[src/rtl/rcpf_pkg.sv]
// rcpf_pkg: shared types and codes for the rc pwm capture and failsafe unit
// used by every module of the block, no dependencies

package rcpf_pkg;

   // number of width fields on the result channel
   localparam int unsigned OUT_CHANNELS = 6;

   // request type codes
   localparam logic REQ_EDGE = 1'b0;
   localparam logic REQ_POLL = 1'b1;

   // configuration register indexes
   localparam logic [1:0] CSR_TIMEOUT  = 2'd0;
   localparam logic [1:0] CSR_FAILSAFE = 2'd1;

   // configuration reset values
   localparam logic [15:0] TIMEOUT_RESET  = 16'd100;
   localparam logic [15:0] FAILSAFE_RESET = 16'd10;

   typedef logic [15:0] width_type;
   typedef width_type [OUT_CHANNELS-1:0] width_vec_type;

   // capture status handed to the failsafe logic
   typedef struct packed {
      logic [OUT_CHANNELS-1:0] fresh;
      logic                    any_fresh;
   } cap_status_type;

   // one result item
   typedef struct packed {
      width_vec_type widths;
      logic          link_ok;
      logic          connected;
   } result_type;

endpackage

[src/rtl/rcpf_capture.sv]
// rcpf_capture: per-channel edge capture of start times and pulse widths
// depends on rcpf_pkg

module rcpf_capture
   import rcpf_pkg::*;
#(
   parameter int unsigned CHANNELS = 6
) (
   input  logic           clock,
   input  logic           reset,
   input  logic           edge_en,
   input  logic [2:0]     channel,
   input  logic           level,
   input  logic [31:0]    time_us,
   input  logic           clear,
   output width_vec_type  cap_widths,
   output cap_status_type cap_status
);

   logic [OUT_CHANNELS-1:0] fresh_ff;
   logic                    any_fresh_ff;
   logic                    any_fresh_in;
   logic                    fall_hit;

   // a falling edge on any channel in range
   assign fall_hit = edge_en && !level && (channel < 3'(CHANNELS));

   for (genvar j = 0; j < OUT_CHANNELS; j++) begin : g_ch
      if (j < CHANNELS) begin : g_used
         logic [31:0] start_ff, start_in;
         width_type   capt_ff, capt_in;
         logic        fresh_in;
         logic        hit;

         assign hit = edge_en && (channel == 3'(j));

         // rising edge stores the start, falling edge takes the wrapped width, clear zeroes it
         always_comb begin
            start_in = start_ff;
            capt_in  = capt_ff;
            fresh_in = fresh_ff[j];
            if (hit && level) begin
               start_in = time_us;
            end else if (hit && !level) begin
               capt_in  = 16'(time_us - start_ff);
               fresh_in = 1'b1;
            end else if (clear) begin
               capt_in  = '0;
               fresh_in = 1'b0;
            end
         end

         always_ff @(posedge clock) begin
            if (reset) begin
               start_ff    <= '0;
               capt_ff     <= '0;
               fresh_ff[j] <= 1'b0;
            end else begin
               start_ff    <= start_in;
               capt_ff     <= capt_in;
               fresh_ff[j] <= fresh_in;
            end
         end

         assign cap_widths[j] = capt_ff;
      end else begin : g_unused
         assign fresh_ff[j]   = 1'b0;
         assign cap_widths[j] = '0;
      end
   end

   // global fresh flag
   always_comb begin
      any_fresh_in = any_fresh_ff;
      if (fall_hit) begin
         any_fresh_in = 1'b1;
      end else if (clear) begin
         any_fresh_in = 1'b0;
      end
   end

   always_ff @(posedge clock) begin
      if (reset) begin
         any_fresh_ff <= 1'b0;
      end else begin
         any_fresh_ff <= any_fresh_in;
      end
   end

   assign cap_status.fresh     = fresh_ff;
   assign cap_status.any_fresh = any_fresh_ff;

endmodule

[src/rtl/rcpf_failsafe.sv]
// rcpf_failsafe: held widths, pulse poll counter and link timeout decision
// depends on rcpf_pkg

module rcpf_failsafe
   import rcpf_pkg::*;
#(
   parameter int unsigned CHANNELS = 6
) (
   input  logic           clock,
   input  logic           reset,
   input  logic           poll_en,
   input  logic [31:0]    time_ms,
   input  logic [15:0]    timeout_ms,
   input  logic [15:0]    failsafe_value,
   input  width_vec_type  cap_widths,
   input  cap_status_type cap_status,
   output result_type     result
);

   width_vec_type held_ff, held_in;
   logic [15:0]   polls_ff, polls_in;
   logic [31:0]   last_ff, last_in;
   logic          link_ff, link_in;
   logic          ok;
   logic [31:0]   elapsed;
   logic          expired;

   // wrapping time since the last window restart
   assign elapsed = time_ms - last_ff;
   assign expired = elapsed > {16'd0, timeout_ms};

   always_comb begin
      held_in  = held_ff;
      polls_in = polls_ff;
      last_in  = last_ff;
      link_in  = link_ff;
      ok       = 1'b1;
      if (poll_en) begin
         if (cap_status.any_fresh) begin
            // latch fresh widths and count one pulse poll
            for (int j = 0; j < OUT_CHANNELS; j++) begin
               if (cap_status.fresh[j]) begin
                  held_in[j] = cap_widths[j];
               end
            end
            if (polls_ff != 16'hFFFF) begin
               polls_in = polls_ff + 16'd1;
            end
         end else if (expired) begin
            last_in = time_ms;
            if (polls_ff == '0) begin
               // link lost: force failsafe onto the used channels
               for (int j = 0; j < OUT_CHANNELS; j++) begin
                  if (j < CHANNELS) begin
                     held_in[j] = failsafe_value;
                  end
               end
               link_in = 1'b0;
               ok      = 1'b0;
            end else begin
               polls_in = '0;
               link_in  = 1'b1;
            end
         end
      end
   end

   always_ff @(posedge clock) begin
      if (reset) begin
         held_ff  <= '0;
         polls_ff <= '0;
         last_ff  <= '0;
         link_ff  <= 1'b0;
      end else begin
         held_ff  <= held_in;
         polls_ff <= polls_in;
         last_ff  <= last_in;
         link_ff  <= link_in;
      end
   end

   // result reflects the state after this poll
   assign result.widths    = held_in;
   assign result.link_ok   = ok;
   assign result.connected = link_in;

endmodule

[src/rtl/rc_pwm_capture_failsafe_unit.sv]
// rc_pwm_capture_failsafe_unit: top level of the rc pwm capture and failsafe
// depends on rcpf_pkg, rcpf_capture and rcpf_failsafe
//
// Usage:
//   req_* carries one item: an edge event (req_type edge) with channel,
//   pin level and microsecond time, or a poll (req_type poll) with a
//   millisecond time. Edges give no result; each poll gives one item on
//   rsp_* with six held widths, link_ok and connected.
//   csr_* writes timeout_ms (index 0) and failsafe_value (index 1);
//   csr_ready is always high, other indexes are ignored.
//   An item is registered at the input, processed by the update stage,
//   and a poll's result is registered in the result register that drives
//   rsp_*. Throughput is one item per cycle while no poll is blocked, set
//   by the single update stage between the input and result registers.
//   When rsp_stall holds a result, edges keep flowing; a poll waits in the
//   input register and req_stall rises only while that poll is blocked.
//   Reset clears all captures, held widths, counters and the link state
//   and loads the register defaults 100 and 10.

module rc_pwm_capture_failsafe_unit
   import rcpf_pkg::*;
#(
   parameter int unsigned CHANNELS = 6
) (
   input  logic        clock,
   input  logic        reset,
   // input channel
   input  logic        req_valid,
   output logic        req_stall,
   input  logic        req_type,
   input  logic [2:0]  req_channel,
   input  logic        req_level,
   input  logic [31:0] req_time_us,
   input  logic [31:0] req_time_ms,
   // result channel
   output logic        rsp_valid,
   input  logic        rsp_stall,
   output logic [15:0] rsp_ch1_width,
   output logic [15:0] rsp_ch2_width,
   output logic [15:0] rsp_ch3_width,
   output logic [15:0] rsp_ch4_width,
   output logic [15:0] rsp_ch5_width,
   output logic [15:0] rsp_ch6_width,
   output logic        rsp_link_ok,
   output logic        rsp_connected,
   // configuration
   input  logic        csr_valid,
   output logic        csr_ready,
   input  logic [1:0]  csr_index,
   input  logic [15:0] csr_wdata
);

   logic           in_vld_ff;
   logic           type_ff;
   logic [2:0]     channel_ff;
   logic           level_ff;
   logic [31:0]    time_us_ff;
   logic [31:0]    time_ms_ff;
   logic           fire;
   logic           poll_en;
   logic           edge_en;
   logic           req_take;
   logic [15:0]    timeout_ff;
   logic [15:0]    failsafe_ff;
   logic           out_vld_ff;
   result_type     out_ff;
   result_type     result;
   width_vec_type  cap_widths;
   cap_status_type cap_status;

   // configuration registers
   assign csr_ready = 1'b1;

   always_ff @(posedge clock) begin
      if (reset) begin
         timeout_ff  <= TIMEOUT_RESET;
         failsafe_ff <= FAILSAFE_RESET;
      end else if (csr_valid) begin
         unique case (csr_index)
            CSR_TIMEOUT:  timeout_ff  <= csr_wdata;
            CSR_FAILSAFE: failsafe_ff <= csr_wdata;
            default: ;
         endcase
      end
   end

   // stage control: edges always proceed, a poll needs room in the result register
   assign fire      = in_vld_ff && ((type_ff == REQ_EDGE) || !out_vld_ff || !rsp_stall);
   assign poll_en   = fire && (type_ff == REQ_POLL);
   assign edge_en   = fire && (type_ff == REQ_EDGE);
   assign req_stall = in_vld_ff && !fire;
   assign req_take  = req_valid && !req_stall;

   // input register
   always_ff @(posedge clock) begin
      if (reset) begin
         in_vld_ff <= 1'b0;
      end else if (req_take) begin
         in_vld_ff <= 1'b1;
      end else if (fire) begin
         in_vld_ff <= 1'b0;
      end
   end

   always_ff @(posedge clock) begin
      if (req_take) begin
         type_ff    <= req_type;
         channel_ff <= req_channel;
         level_ff   <= req_level;
         time_us_ff <= req_time_us;
         time_ms_ff <= req_time_ms;
      end
   end

   rcpf_capture #(
      .CHANNELS (CHANNELS)
   ) u_capture (
      .clock      (clock),
      .reset      (reset),
      .edge_en    (edge_en),
      .channel    (channel_ff),
      .level      (level_ff),
      .time_us    (time_us_ff),
      .clear      (poll_en && cap_status.any_fresh),
      .cap_widths (cap_widths),
      .cap_status (cap_status)
   );

   rcpf_failsafe #(
      .CHANNELS (CHANNELS)
   ) u_failsafe (
      .clock          (clock),
      .reset          (reset),
      .poll_en        (poll_en),
      .time_ms        (time_ms_ff),
      .timeout_ms     (timeout_ff),
      .failsafe_value (failsafe_ff),
      .cap_widths     (cap_widths),
      .cap_status     (cap_status),
      .result         (result)
   );

   // result register
   always_ff @(posedge clock) begin
      if (reset) begin
         out_vld_ff <= 1'b0;
      end else if (poll_en) begin
         out_vld_ff <= 1'b1;
      end else if (!rsp_stall) begin
         out_vld_ff <= 1'b0;
      end
   end

   always_ff @(posedge clock) begin
      if (poll_en) begin
         out_ff <= result;
      end
   end

   assign rsp_valid     = out_vld_ff;
   assign rsp_ch1_width = out_ff.widths[0];
   assign rsp_ch2_width = out_ff.widths[1];
   assign rsp_ch3_width = out_ff.widths[2];
   assign rsp_ch4_width = out_ff.widths[3];
   assign rsp_ch5_width = out_ff.widths[4];
   assign rsp_ch6_width = out_ff.widths[5];
   assign rsp_link_ok   = out_ff.link_ok;
   assign rsp_connected = out_ff.connected;

endmodule

[config.mk]
export PLATFORM = sky130hd
export DESIGN_NAME = rc_pwm_capture_failsafe_unit
export DESIGN_NICKNAME = d
export VERILOG_FILES = /design/src/rtl/rcpf_pkg.sv /design/src/rtl/rcpf_capture.sv /design/src/rtl/rcpf_failsafe.sv /design/src/rtl/rc_pwm_capture_failsafe_unit.sv
export SDC_FILE = /design/constraint.sdc
export NUM_CORES = 1
export LEC_CHECK = 0
export ABC_AREA = 1
export CORE_ASPECT_RATIO = 1.1
export CORE_MARGIN = 4
export CORE_UTILIZATION = 47
export CTS_BUF_LIST = sky130_fd_sc_hd__clkbuf_4 sky130_fd_sc_hd__clkbuf_8 sky130_fd_sc_hd__clkbuf_16
export DETAILED_ROUTE_END_ITERATION = 6
export DONT_BUFFER_PORTS = 1
export GPL_TIMING_DRIVEN = 0
export SYNTH_ARGS = -nofsm -noshare
export SYNTH_HDL_FRONTEND = slang
export SYNTH_SLANG_ARGS = --single-unit
[constraint.sdc]
create_clock -name clock -period 4.8 [get_ports clock]
set_clock_uncertainty 0.15 [all_clocks]
set_input_delay 0 -clock clock [delete_from_list [all_inputs] [get_ports clock]]
set_output_delay 0 -clock clock [all_outputs]
set_load 0.03 [all_outputs]
# Yosys cells after proc, flatten, opt, wreduce, memory -nomap -nowiden
# Index checks and enable logic that the tools add are counted.
word_totals:
  ff_bits: 529
  output_inout_bits: 101
classes:
  addsub: 8
  magnitude_cmp: 2
  n_eq_ne: 10
  muxes: 37
  bitwise: 9
  reduce_logical: 56
ops:
  columns: ["operator", "n"]
  rows:
  - ["96-bit two-way mux", 4]
  - ["16-bit two-way mux", 17]
  - ["16-bit subtractor", 6]
  - ["32-bit by 16-bit > comparator with 1-bit output", 1]
  - ["32-bit subtractor", 1]
  - ["1-bit logical AND", 26]
  - ["2-bit nonzero test", 9]
  - ["16-bit by 1-bit adder with 16-bit output, second input constant", 1]
  - ["16-bit zero test", 1]
  - ["1-bit two-way mux", 16]
  - ["16-bit != test, second input constant", 1]
  - ["2-bit AND reduction", 8]
  - ["1-bit inverter", 9]
  - ["3-bit by 2-bit equality test with 1-bit output, second input constant", 2]
  - ["3-bit equality test, second input constant", 2]
  - ["1-bit zero test", 5]
  - ["2-bit by 1-bit != test with 1-bit output, second input constant", 2]
  - ["4-bit AND reduction", 1]
  - ["3-bit by 1-bit equality test with 1-bit output, second input constant", 1]
  - ["3-bit zero test", 1]
  - ["3-bit less-than comparator, second input constant", 1]
  - ["3-bit AND reduction", 1]
  - ["2-bit by 1-bit equality test with 1-bit output, second input constant", 1]
  - ["2-bit zero test", 1]
  - ["other kinds (3)", 4]

# Depth between registers and ports, before layout
# Gate-level depths: netlist (run 1).
logic_depth:
  ltp_word: 9
  ltp_mapped: 29
  depth_no_buf: 27

# Cells and area by module
# Synthesis (run 1) repeated with hierarchy kept, for this count alone.
unflattened:
  hier_cells: 4494
  area_unflattened_um2: 31127.4
by_module_without_submodules:
  columns: ["mod", "instances", "cells_per_inst", "area_each_um2", "seq_area_each_um2"]
  rows:
  - ["rcpf_capture", 1, 1981, 12529.5, 3983.8]
  - ["rcpf_failsafe", 1, 2126, 12129.1, 2902.8]
  - ["rc_pwm_capture_failsafe_unit", 1, 387, 6468.7, 5695.5]

# Worst setup path after synthesis (run 1)
# No wires, ideal clock.
synth_timing:
  kind: "reg-to-reg"
  startpoint: "register out_vld_ff, in the netlist rsp_valid"
  endpoint: "register channel_ff[0] (enable)"
  arrival_time_ps: 3005
  t_required_ps: 4186
  setup_slack_ps: 1181
  path_stages_with_launch: 6
  synth_period_minus_slack_ps: 3619
  path_cell_list: "dfxtp_1 > nand2_1 > inv_1 > nand2_1 > nor2_1 > nor2_1"
synth_between:
  elab_chain_cells: 8
synth_rtl:
  columns: ["item", "line_no", "rtl"]
  rows:
  - ["start: declaration", "rc_pwm_capture_failsafe_unit.sv:65", "logic out_vld_ff;"]
  - ["start signal: assignment", "rc_pwm_capture_failsafe_unit.sv:146", "out_vld_ff <= 1'b0;"]
  - ["start signal: assignment", "rc_pwm_capture_failsafe_unit.sv:148", "out_vld_ff <= 1'b1;"]
  - ["start signal: assignment", "rc_pwm_capture_failsafe_unit.sv:150", "out_vld_ff <= 1'b0;"]
  - ["1-bit zero test", "rc_pwm_capture_failsafe_unit.sv:88", "assign fire = in_vld_ff && ((type_ff == REQ_EDGE) || !out_vld_ff || !rsp_stall);"]
  - ["1-bit logical OR (2 in series)", "rc_pwm_capture_failsafe_unit.sv:88", null]
  - ["1-bit logical AND", "rc_pwm_capture_failsafe_unit.sv:88", null]
  - ["1-bit zero test", "rc_pwm_capture_failsafe_unit.sv:91", "assign req_stall = in_vld_ff && !fire;"]
  - ["1-bit logical AND", "rc_pwm_capture_failsafe_unit.sv:91", null]
  - ["net req_stall", "rc_pwm_capture_failsafe_unit.sv:29", "output logic req_stall,"]
  - ["1-bit zero test", "rc_pwm_capture_failsafe_unit.sv:92", "assign req_take = req_valid && !req_stall;"]
  - ["1-bit logical AND", "rc_pwm_capture_failsafe_unit.sv:92", null]
  - ["net req_take", "rc_pwm_capture_failsafe_unit.sv:62", "logic req_take;"]
  - ["end signal: assignment", "rc_pwm_capture_failsafe_unit.sv:108", "channel_ff <= req_channel;"]
  - ["end: declaration", "rc_pwm_capture_failsafe_unit.sv:55", "logic [2:0] channel_ff;"]
# The timed path passes the listed nets, and every way through them passes these cells.
# A chain may end at the register's enable or synchronous reset.

==> flow_metrics.py, run 1 <==
metrics = {
    "status": {
        "status": "complete, no violations",
    },
    "synth": {
        "ys.flop_type": "dfxtp_1",
        "synthArstFlopShare_pct": 0,
        "synth.distinct_cells": 48,
        "synth-seq-cells": 529,
        "netlist_top_cells_area": "dfxtp_1 (28%), edfxtp_1 (17%), nand2_1 (14%)",
        "synth_cells": 3584,
        "yosysWarnings": 0,
        "synth_top_area_share_pct": 27.86,
        "yosysMostFrequentCell": "nand2_1",
        "synth_nets": 3822,
        "synth_edf_count": 151,
        "avgSynthCellArea_um2": 7.578,
        "yosys.area.top_type": "dfxtp_1",
        "ys_top_cells_by_count": "nand2_1 (1018), a21oi_1 (561), dfxtp_1 (378), inv_1 (357), o21ai_0 (248)",
        "ys_seq_area_share_pct": 44.56,
        "synthesis.area_mm2": 0.02716,
    },
    "clock_tree": {
        "clock_sinks": 529,
        "clk_pin_slew_ns": 0.06,
        "clock_latency_ns": 0.62,
        "htreeDepth": 2,
        "cts_buffers": 56,
        "cts_root_buf": "clkbuf_16",
        "clk_path_buf_depth": 3,
        "cts_tree": "done",
    },
    "power_and_ir_drop": {
        "netSwitchingPower_w": 0.002801,
        "combPwrFrac_pct": 11.5,
        "p_leak_nw": 13.10,
        "ir_drop_mv": 0.2891,
        "pwr-share-clk_pct": 43.8,
        "seq_power_share_pct": 44.6,
        "p_int_w": 0.007990,
        "power.share.switching_pct": 25.95,
        "pwr_density_cell_mw_per_mm2": 338.4,
    },
    "timing": {
        "fmax_ghz": 0.2165,
        "report.final.slew_viol_count": 0,
        "timing.final.crit_period_ns": 4.619,
        "rsz0062_at_grt": "yes",
        "setup_viol": 0,
        "max_slew_margin_pct": 2.301,
        "finalHoldViolCount": 0,
        "fin_setup_tns_ns": 0,
        "worst_pin_slew_ns": 1.460,
        "hold_slack_ns": 0.04755,
        "setup_ws_ns": 0.1809,
        "timing.final.crit_share_pct": 96.23,
    },
    "setup_path": {
        "crit_path_frequent_cell": "nand2_1",
        "slowest_stage": "edfxtp_1",
        "arrival_ns": 4.80,
        "path_class": "reg2reg",
        "cpPeakStageDelay_ns": 0.41,
        "end_kind": "flop",
        "critPathBufInv": 2,
        "crit_fanout": 10,
        "cpLargestDelayFamily": "simple AND/OR/NAND/NOR gates",
        "start_kind": "flop",
        "cp.required_ns": 4.98,
    },
    "global_route": {
        "grtUsageTotal_pct": 27.76,
        "antenna_found_initial": 4,
        "grt_pass1_wl_mm": 135.6,
        "grt_max_degree": 72,
        "grt_pass1_vias": 24164,
        "overflow": 0,
    },
    "job": {
        "cap_violations": 0,
    },
    "route": {
        "vias": 25227,
        "via_per_inst": 5.484,
        "remaining_drc_errors": 0,
        "wl_mm": 88.33,
        "dr.pass1.iters": 6,
        "drt_iter0_markers": 1828,
        "wl_per_cell_um": 19.20,
        "ant_nets": 0,
    },
    "floorplanning": {
        "die_h_um": 260.1,
        "initial_core_util_pct": 47.48,
        "die_x_um": 237.2,
        "rows": 92,
        "core_mm2": 0.05721,
        "ios": 193,
        "fp.dieArea_mm2": 0.06170,
    },
    "place": {
        "dp_hpwl_mm": 63.73,
        "gp_congestion": 0.9385,
        "pre_cts_ws_ns": -0.2800,
        "post_dp_cell_area_mm2": 0.02816,
        "place_inst": 4338,
        "port_buffers": 0,
    },
    "layout": {
        "area_delta_synth_final_pct": 17.40,
        "final_cells": 4600,
        "fillers": 5384,
        "nets": 4035,
        "fin_area_mm2": 0.03189,
        "drive_gt1_share_pct": 5.930,
    },
    "hold_path": {
        "hold_class": "in2reg",
    },
}
final timing paths:
kind	slack, ns	start	endpoint	cells past startpoint
setup / recovery	0.18	time_ms_ff[2]$_DFFE_PP_	rsp_ch1_width[6]$_DFFE_PP_	25
hold / removal	0.05	csr_wdata[7]	timeout_ff[7]$_SDFFE_PP0P_	3
setup reg to reg	0.18	time_ms_ff[2]$_DFFE_PP_	rsp_ch1_width[6]$_DFFE_PP_	25
hold reg to reg	0.31	u_failsafe.last_ff[16]$_SDFFE_PP0P_	u_failsafe.last_ff[16]$_SDFFE_PP0P_	2
metrics by stage:
step	total power, W	util (%)
after global placement	0.006003	49.12
after global routing	0.01122	55.73
after detailed placement	0.006023	49.22
final	0.01079	55.74
after CTS	0.01083	55.52
after floorplan	0.005664	-
layout by cell type, fill, tap and decap left out, drive strengths merged, types with 5 or more instances in the layout:
master          n
a31oi          11
nand2        1020
nor3           21
or2            20
dlygate4sd3   151
o21ai         256
ha            139
xnor2           8
a32oi          58
nand3         135
edfxtp        151
clkinv         23
a21o           14
a221oi          5
o2111ai         6
nand4          26
bufinv          7
fa              7
nor2          173
xor2           30
nand3b         12
clkbuf        188
inv           379
a21oi         564
a211oi          5
nor4            6
buf            36
dfxtp         378
worst min-delay path: cells and delay by family:
kind | cells | cell delay (ns)
compound gates | 2 | 0.19
buf+inv | 1 | 0.57
power groups by stage:
stage	clock [W]	combinational, W	sequential [W]
floorplan	0	0.000800	0.00486
finish	0.00473	0.00124	0.00482
detailed placement	0	0.00111	0.00491
global placement	0	0.00109	0.00491
global route	0.00500	0.00140	0.00482
CTS	0.00479	0.00122	0.00481
registers in the layout (all words and copies together), names as in the netlist, 3 cells and up:
signal,cells
channel_ff,3
failsafe_ff,16
rsp_ch1_width,16
rsp_ch2_width,16
rsp_ch3_width,16
rsp_ch4_width,16
rsp_ch5_width,16
rsp_ch6_width,16
time_ms_ff,32
time_us_ff,16
timeout_ff,16
u_capture.cap_status,6
u_capture.g_ch.g_used.capt_ff,96
u_capture.g_ch.g_used.start_ff,96
u_failsafe.held_ff,96
u_failsafe.last_ff,32
u_failsafe.polls_ff,16
repair_timing:
item,4_1_cts,5_1_grt
hold endpoints to repair,147,0
setup buffers,0,2
pin swaps,0,2
hold buffers,151,0
resized for setup,10,21
endpoints found under the setup margin,88,134
cells by family (layout without fill, tap and decap cells):
family	Yosys count	after routing	share of synthesized area [%]
adders and majority gates	146	146	6.919
and+or+nand+nor	1417	1417	21.30
AOI/OAI and AO/OA	928	928	18.41
xor gates and xnor gates	38	38	1.225
buffers and inverters	525	786	7.573
DFF	529	529	44.56
other	1	4	0.01381
final cells by class:
type | instances | area (um^2) | area share [%]
buffer | 142 | 619.3 | 1.942
sequential | 529 | 12100 | 37.95
clock inverter | 28 | 337.8 | 1.059
clock buffer | 78 | 1703 | 5.340
tap | 752 | 940.9 | 2.951
inverter | 383 | 1440 | 4.516
antenna | 3 | 7.507 | 0.02354
timing repair buffer | 155 | 1574 | 4.936
multi-input combinational | 2530 | 13160 | 41.28
metal layers:
layer / GRT usage [%] / wire length (um) / part of all wire (%) / vias to the layer above
met2: 46.89 / 42040 / 48 / 747
met4: 10.15 / 3124 / 3.5 / 2
met1: 36.17 / 37770 / 43 / 11884
met5: 0 / 13 / 0.015 / -
li1: - / - / - / 12442
met3: 4.274 / 5382 / 6.1 / 152
Note: power is estimated with default switching activity, not from simulation.
==> inputs of run 2 (changes only) <==
--- a/config.mk
+++ b/config.mk
@@ -6,13 +6,16 @@
 export NUM_CORES = 1
 export LEC_CHECK = 0
 export ABC_AREA = 1
+export CELL_PAD_IN_SITES_DETAIL_PLACEMENT = 1
+export CELL_PAD_IN_SITES_GLOBAL_PLACEMENT = 2
 export CORE_ASPECT_RATIO = 1.1
 export CORE_MARGIN = 4
-export CORE_UTILIZATION = 47
+export CORE_UTILIZATION = 38
 export CTS_BUF_LIST = sky130_fd_sc_hd__clkbuf_4 sky130_fd_sc_hd__clkbuf_8 sky130_fd_sc_hd__clkbuf_16
 export DETAILED_ROUTE_END_ITERATION = 6
 export DONT_BUFFER_PORTS = 1
 export GPL_TIMING_DRIVEN = 0
+export PLACE_DENSITY_LB_ADDON = 0.1
 export SYNTH_ARGS = -nofsm -noshare
 export SYNTH_HDL_FRONTEND = slang
 export SYNTH_SLANG_ARGS = --single-unit
==> flow_metrics.py, run 2 (synthesis gave the netlist of run 1 again) <==
metrics = {
    "clock_tree": {
        "cts_root_buf": "clkbuf_16",
        "clock_sinks": 529,
        "htreeDepth": 2,
        "clk_path_buf_depth": 3,
        "clk_pin_slew_ns": 0.06,
        "clock_latency_ns": 0.64,
        "cts_tree": "done",
        "cts_buffers": 60,
    },
    "setup_path": {
        "cp.required_ns": 5.15,
        "rr_startpoint": "u_capture.any_fresh_ff$_SDFFE_PP0P_",
        "start_kind": "flop",
        "worstRegToRegCells": 8,
        "arrival_ns": 4.97,
        "r2r_end": "u_capture.cap_status[1]$_SDFFE_PP0P_",
        "end_kind": "flop",
        "rrSetupSlack_ns": 0.17,
        "crit_fanout": 10,
        "path_class": "reg2reg",
    },
    "job": {
        "cap_violations": 0,
    },
    "floorplanning": {
        "initial_core_util_pct": 38.49,
        "ios": 193,
        "die_x_um": 262.9,
        "fp.dieArea_mm2": 0.07582,
        "core_mm2": 0.07058,
        "die_h_um": 288.4,
        "rows": 102,
    },
    "layout": {
        "fin_area_mm2": 0.03264,
        "final_common_cell": "nand2_1",
        "area_delta_synth_final_pct": 20.17,
        "fillers": 8621,
        "largest_registers": "u_capture.g_ch.g_used.capt_ff (96), u_capture.g_ch.g_used.start_ff (96), u_failsafe.held_ff (96)",
        "nets": 4054,
        "drive_gt1_share_pct": 6.851,
        "mostFrequentLayoutCells": "nand2_1 (1010), a21oi_1 (561), dfxtp_1 (378)",
    },
    "global_route": {
        "grt_pass1_wl_mm": 161.0,
        "overflow": 0,
        "grt_pass1_vias": 26943,
        "grtUsageTotal_pct": 27.20,
        "antenna_found_initial": 7,
        "grt_max_degree": 62,
    },
    "hold_path": {
        "hold_depth": 3,
        "hold_class": "in2reg",
        "hold_path_startpoint": "csr_wdata[12]",
        "hold_end": "failsafe_ff[12]$_SDFFE_PP0P_",
    },
    "timing": {
        "rsz0062_at_grt": "no",
        "setup_viol": 0,
        "timing.final.crit_share_pct": 96.42,
        "report.final.slew_viol_count": 0,
        "max_slew_margin_pct": 8.954,
        "timing.final.crit_period_ns": 4.628,
        "setup_ws_ns": 0.1717,
        "fmax_ghz": 0.2161,
        "worst_pin_slew_ns": 1.351,
        "finalHoldViolCount": 0,
    },
    "place": {
        "post_dp_cell_area_mm2": 0.02839,
        "dp_hpwl_mm": 75.41,
        "pre_cts_ws_ns": -0.7184,
        "gp_congestion": 0.8913,
        "port_buffers": 0,
    },
    "status": {
        "status": "complete, no violations",
    },
    "power_and_ir_drop": {
        "p_leak_nw": 13.34,
        "power.total_w": 0.01119,
        "pwr_density_cell_mw_per_mm2": 342.8,
        "ir_drop_mv": 0.3387,
    },
    "route": {
        "wl_mm": 106.6,
        "wl_per_cell_um": 22.16,
        "dr.pass1.iters": 5,
        "vias": 25993,
        "ant_nets": 0,
        "drt_iter0_markers": 1398,
        "remaining_drc_errors": 0,
        "via_per_inst": 5.404,
    },
}
-- run 2: how the worst max path moves through the flow --
| stage | start | cells past startpoint | to |
|---|---|---|---|
| after floorplan | rsp_valid$_SDFFE_PP0P_ | 5 | channel_ff[0]$_DFFE_PP_ |
| after CTS | time_ms_ff[0]$_DFFE_PP_ | 25 | rsp_ch1_width[0]$_DFFE_PP_ |
| after global routing | time_ms_ff[2]$_DFFE_PP_ | 27 | rsp_ch5_width[10]$_DFFE_PP_ |
| after global placement | time_ms_ff[0]$_DFFE_PP_ | 24 | rsp_ch1_width[5]$_DFFE_PP_ |
| final | u_capture.any_fresh_ff$_SDFFE_PP0P_ | 8 | u_capture.cap_status[1]$_SDFFE_PP0P_ |
| after detailed placement | time_ms_ff[0]$_DFFE_PP_ | 24 | rsp_ch1_width[4]$_DFFE_PP_ |
-- run 2: critical path, stage by stage (launching register included) --
cell and delay [ns]:
dfxtp_1 0.30, clkbuf_1 0.46, inv_2 0.40, nor2_1 0.61, clkbuf_1 0.93, inv_1 0.33, clkbuf_1 0.55, nand2_1 0.62
a21oi_1 0.11
-- run 2: per-layer routing --
layer | GRT usage [%] | up-vias | share of wire [%]
met3 | 4.482 | 140 | 4.5
met5 | 0 | - | 0.012
met2 | 47.10 | 554 | 48
met1 | 35.12 | 12825 | 45
li1 | - | 12472 | -
met4 | 8.219 | 2 | 3.1
-- run 2: timing repair --
action / CTS / global route
endpoints found under the hold margin: 145 / 0
hold buffers: 147 / 0
buffers inserted: 16 / 4
resized for setup: 21 / 36
gates cloned: 0 / 0
endpoints found under the setup margin: 193 / 237
pin swaps: 7 / 3
-- run 2: final cells by class --
type                       instances  area (um^2)  share of cell area [%]
clock inverter                    34        391.6                   1.200
sequential                       529        12100                   37.08
inverter                         383         1440                   4.412
clock buffer                      80         1754                   5.374
antenna                            6        15.01                 0.04600
multi-input combinational       2530        13310                   40.79
buffer                           142        631.9                   1.936
timing repair buffer             170         1822                   5.581
tap                              936         1171                   3.588
-- run 2: metrics by stage --
| step | std cells | hold slack [ns] | util [%] | TNS, ns |
|---|---|---|---|---|
| 2_1_floorplan | 3584 | -0.05113 | - | 0 |
| 3_3_place_gp | 4520 | -0.05107 | 40.14 | -55.95 |
| 3_5_place_dp | 4522 | -0.05108 | 40.23 | -61.47 |
| 4_1_cts | 4799 | 0.02044 | 45.89 | -0.08216 |
| 5_1_grt | 4805 | 0.02250 | 46.23 | 0 |
| 6_report | 4810 | 0.02877 | 46.25 | 0 |
-- run 2: where the power goes --
part           internal, W  total, W  switching [W]  leakage [nW]
Combinational     0.000475   0.00137       0.000891          7.70
Clock              0.00299   0.00500        0.00201          1.08
Sequential         0.00469   0.00482       0.000133          4.57
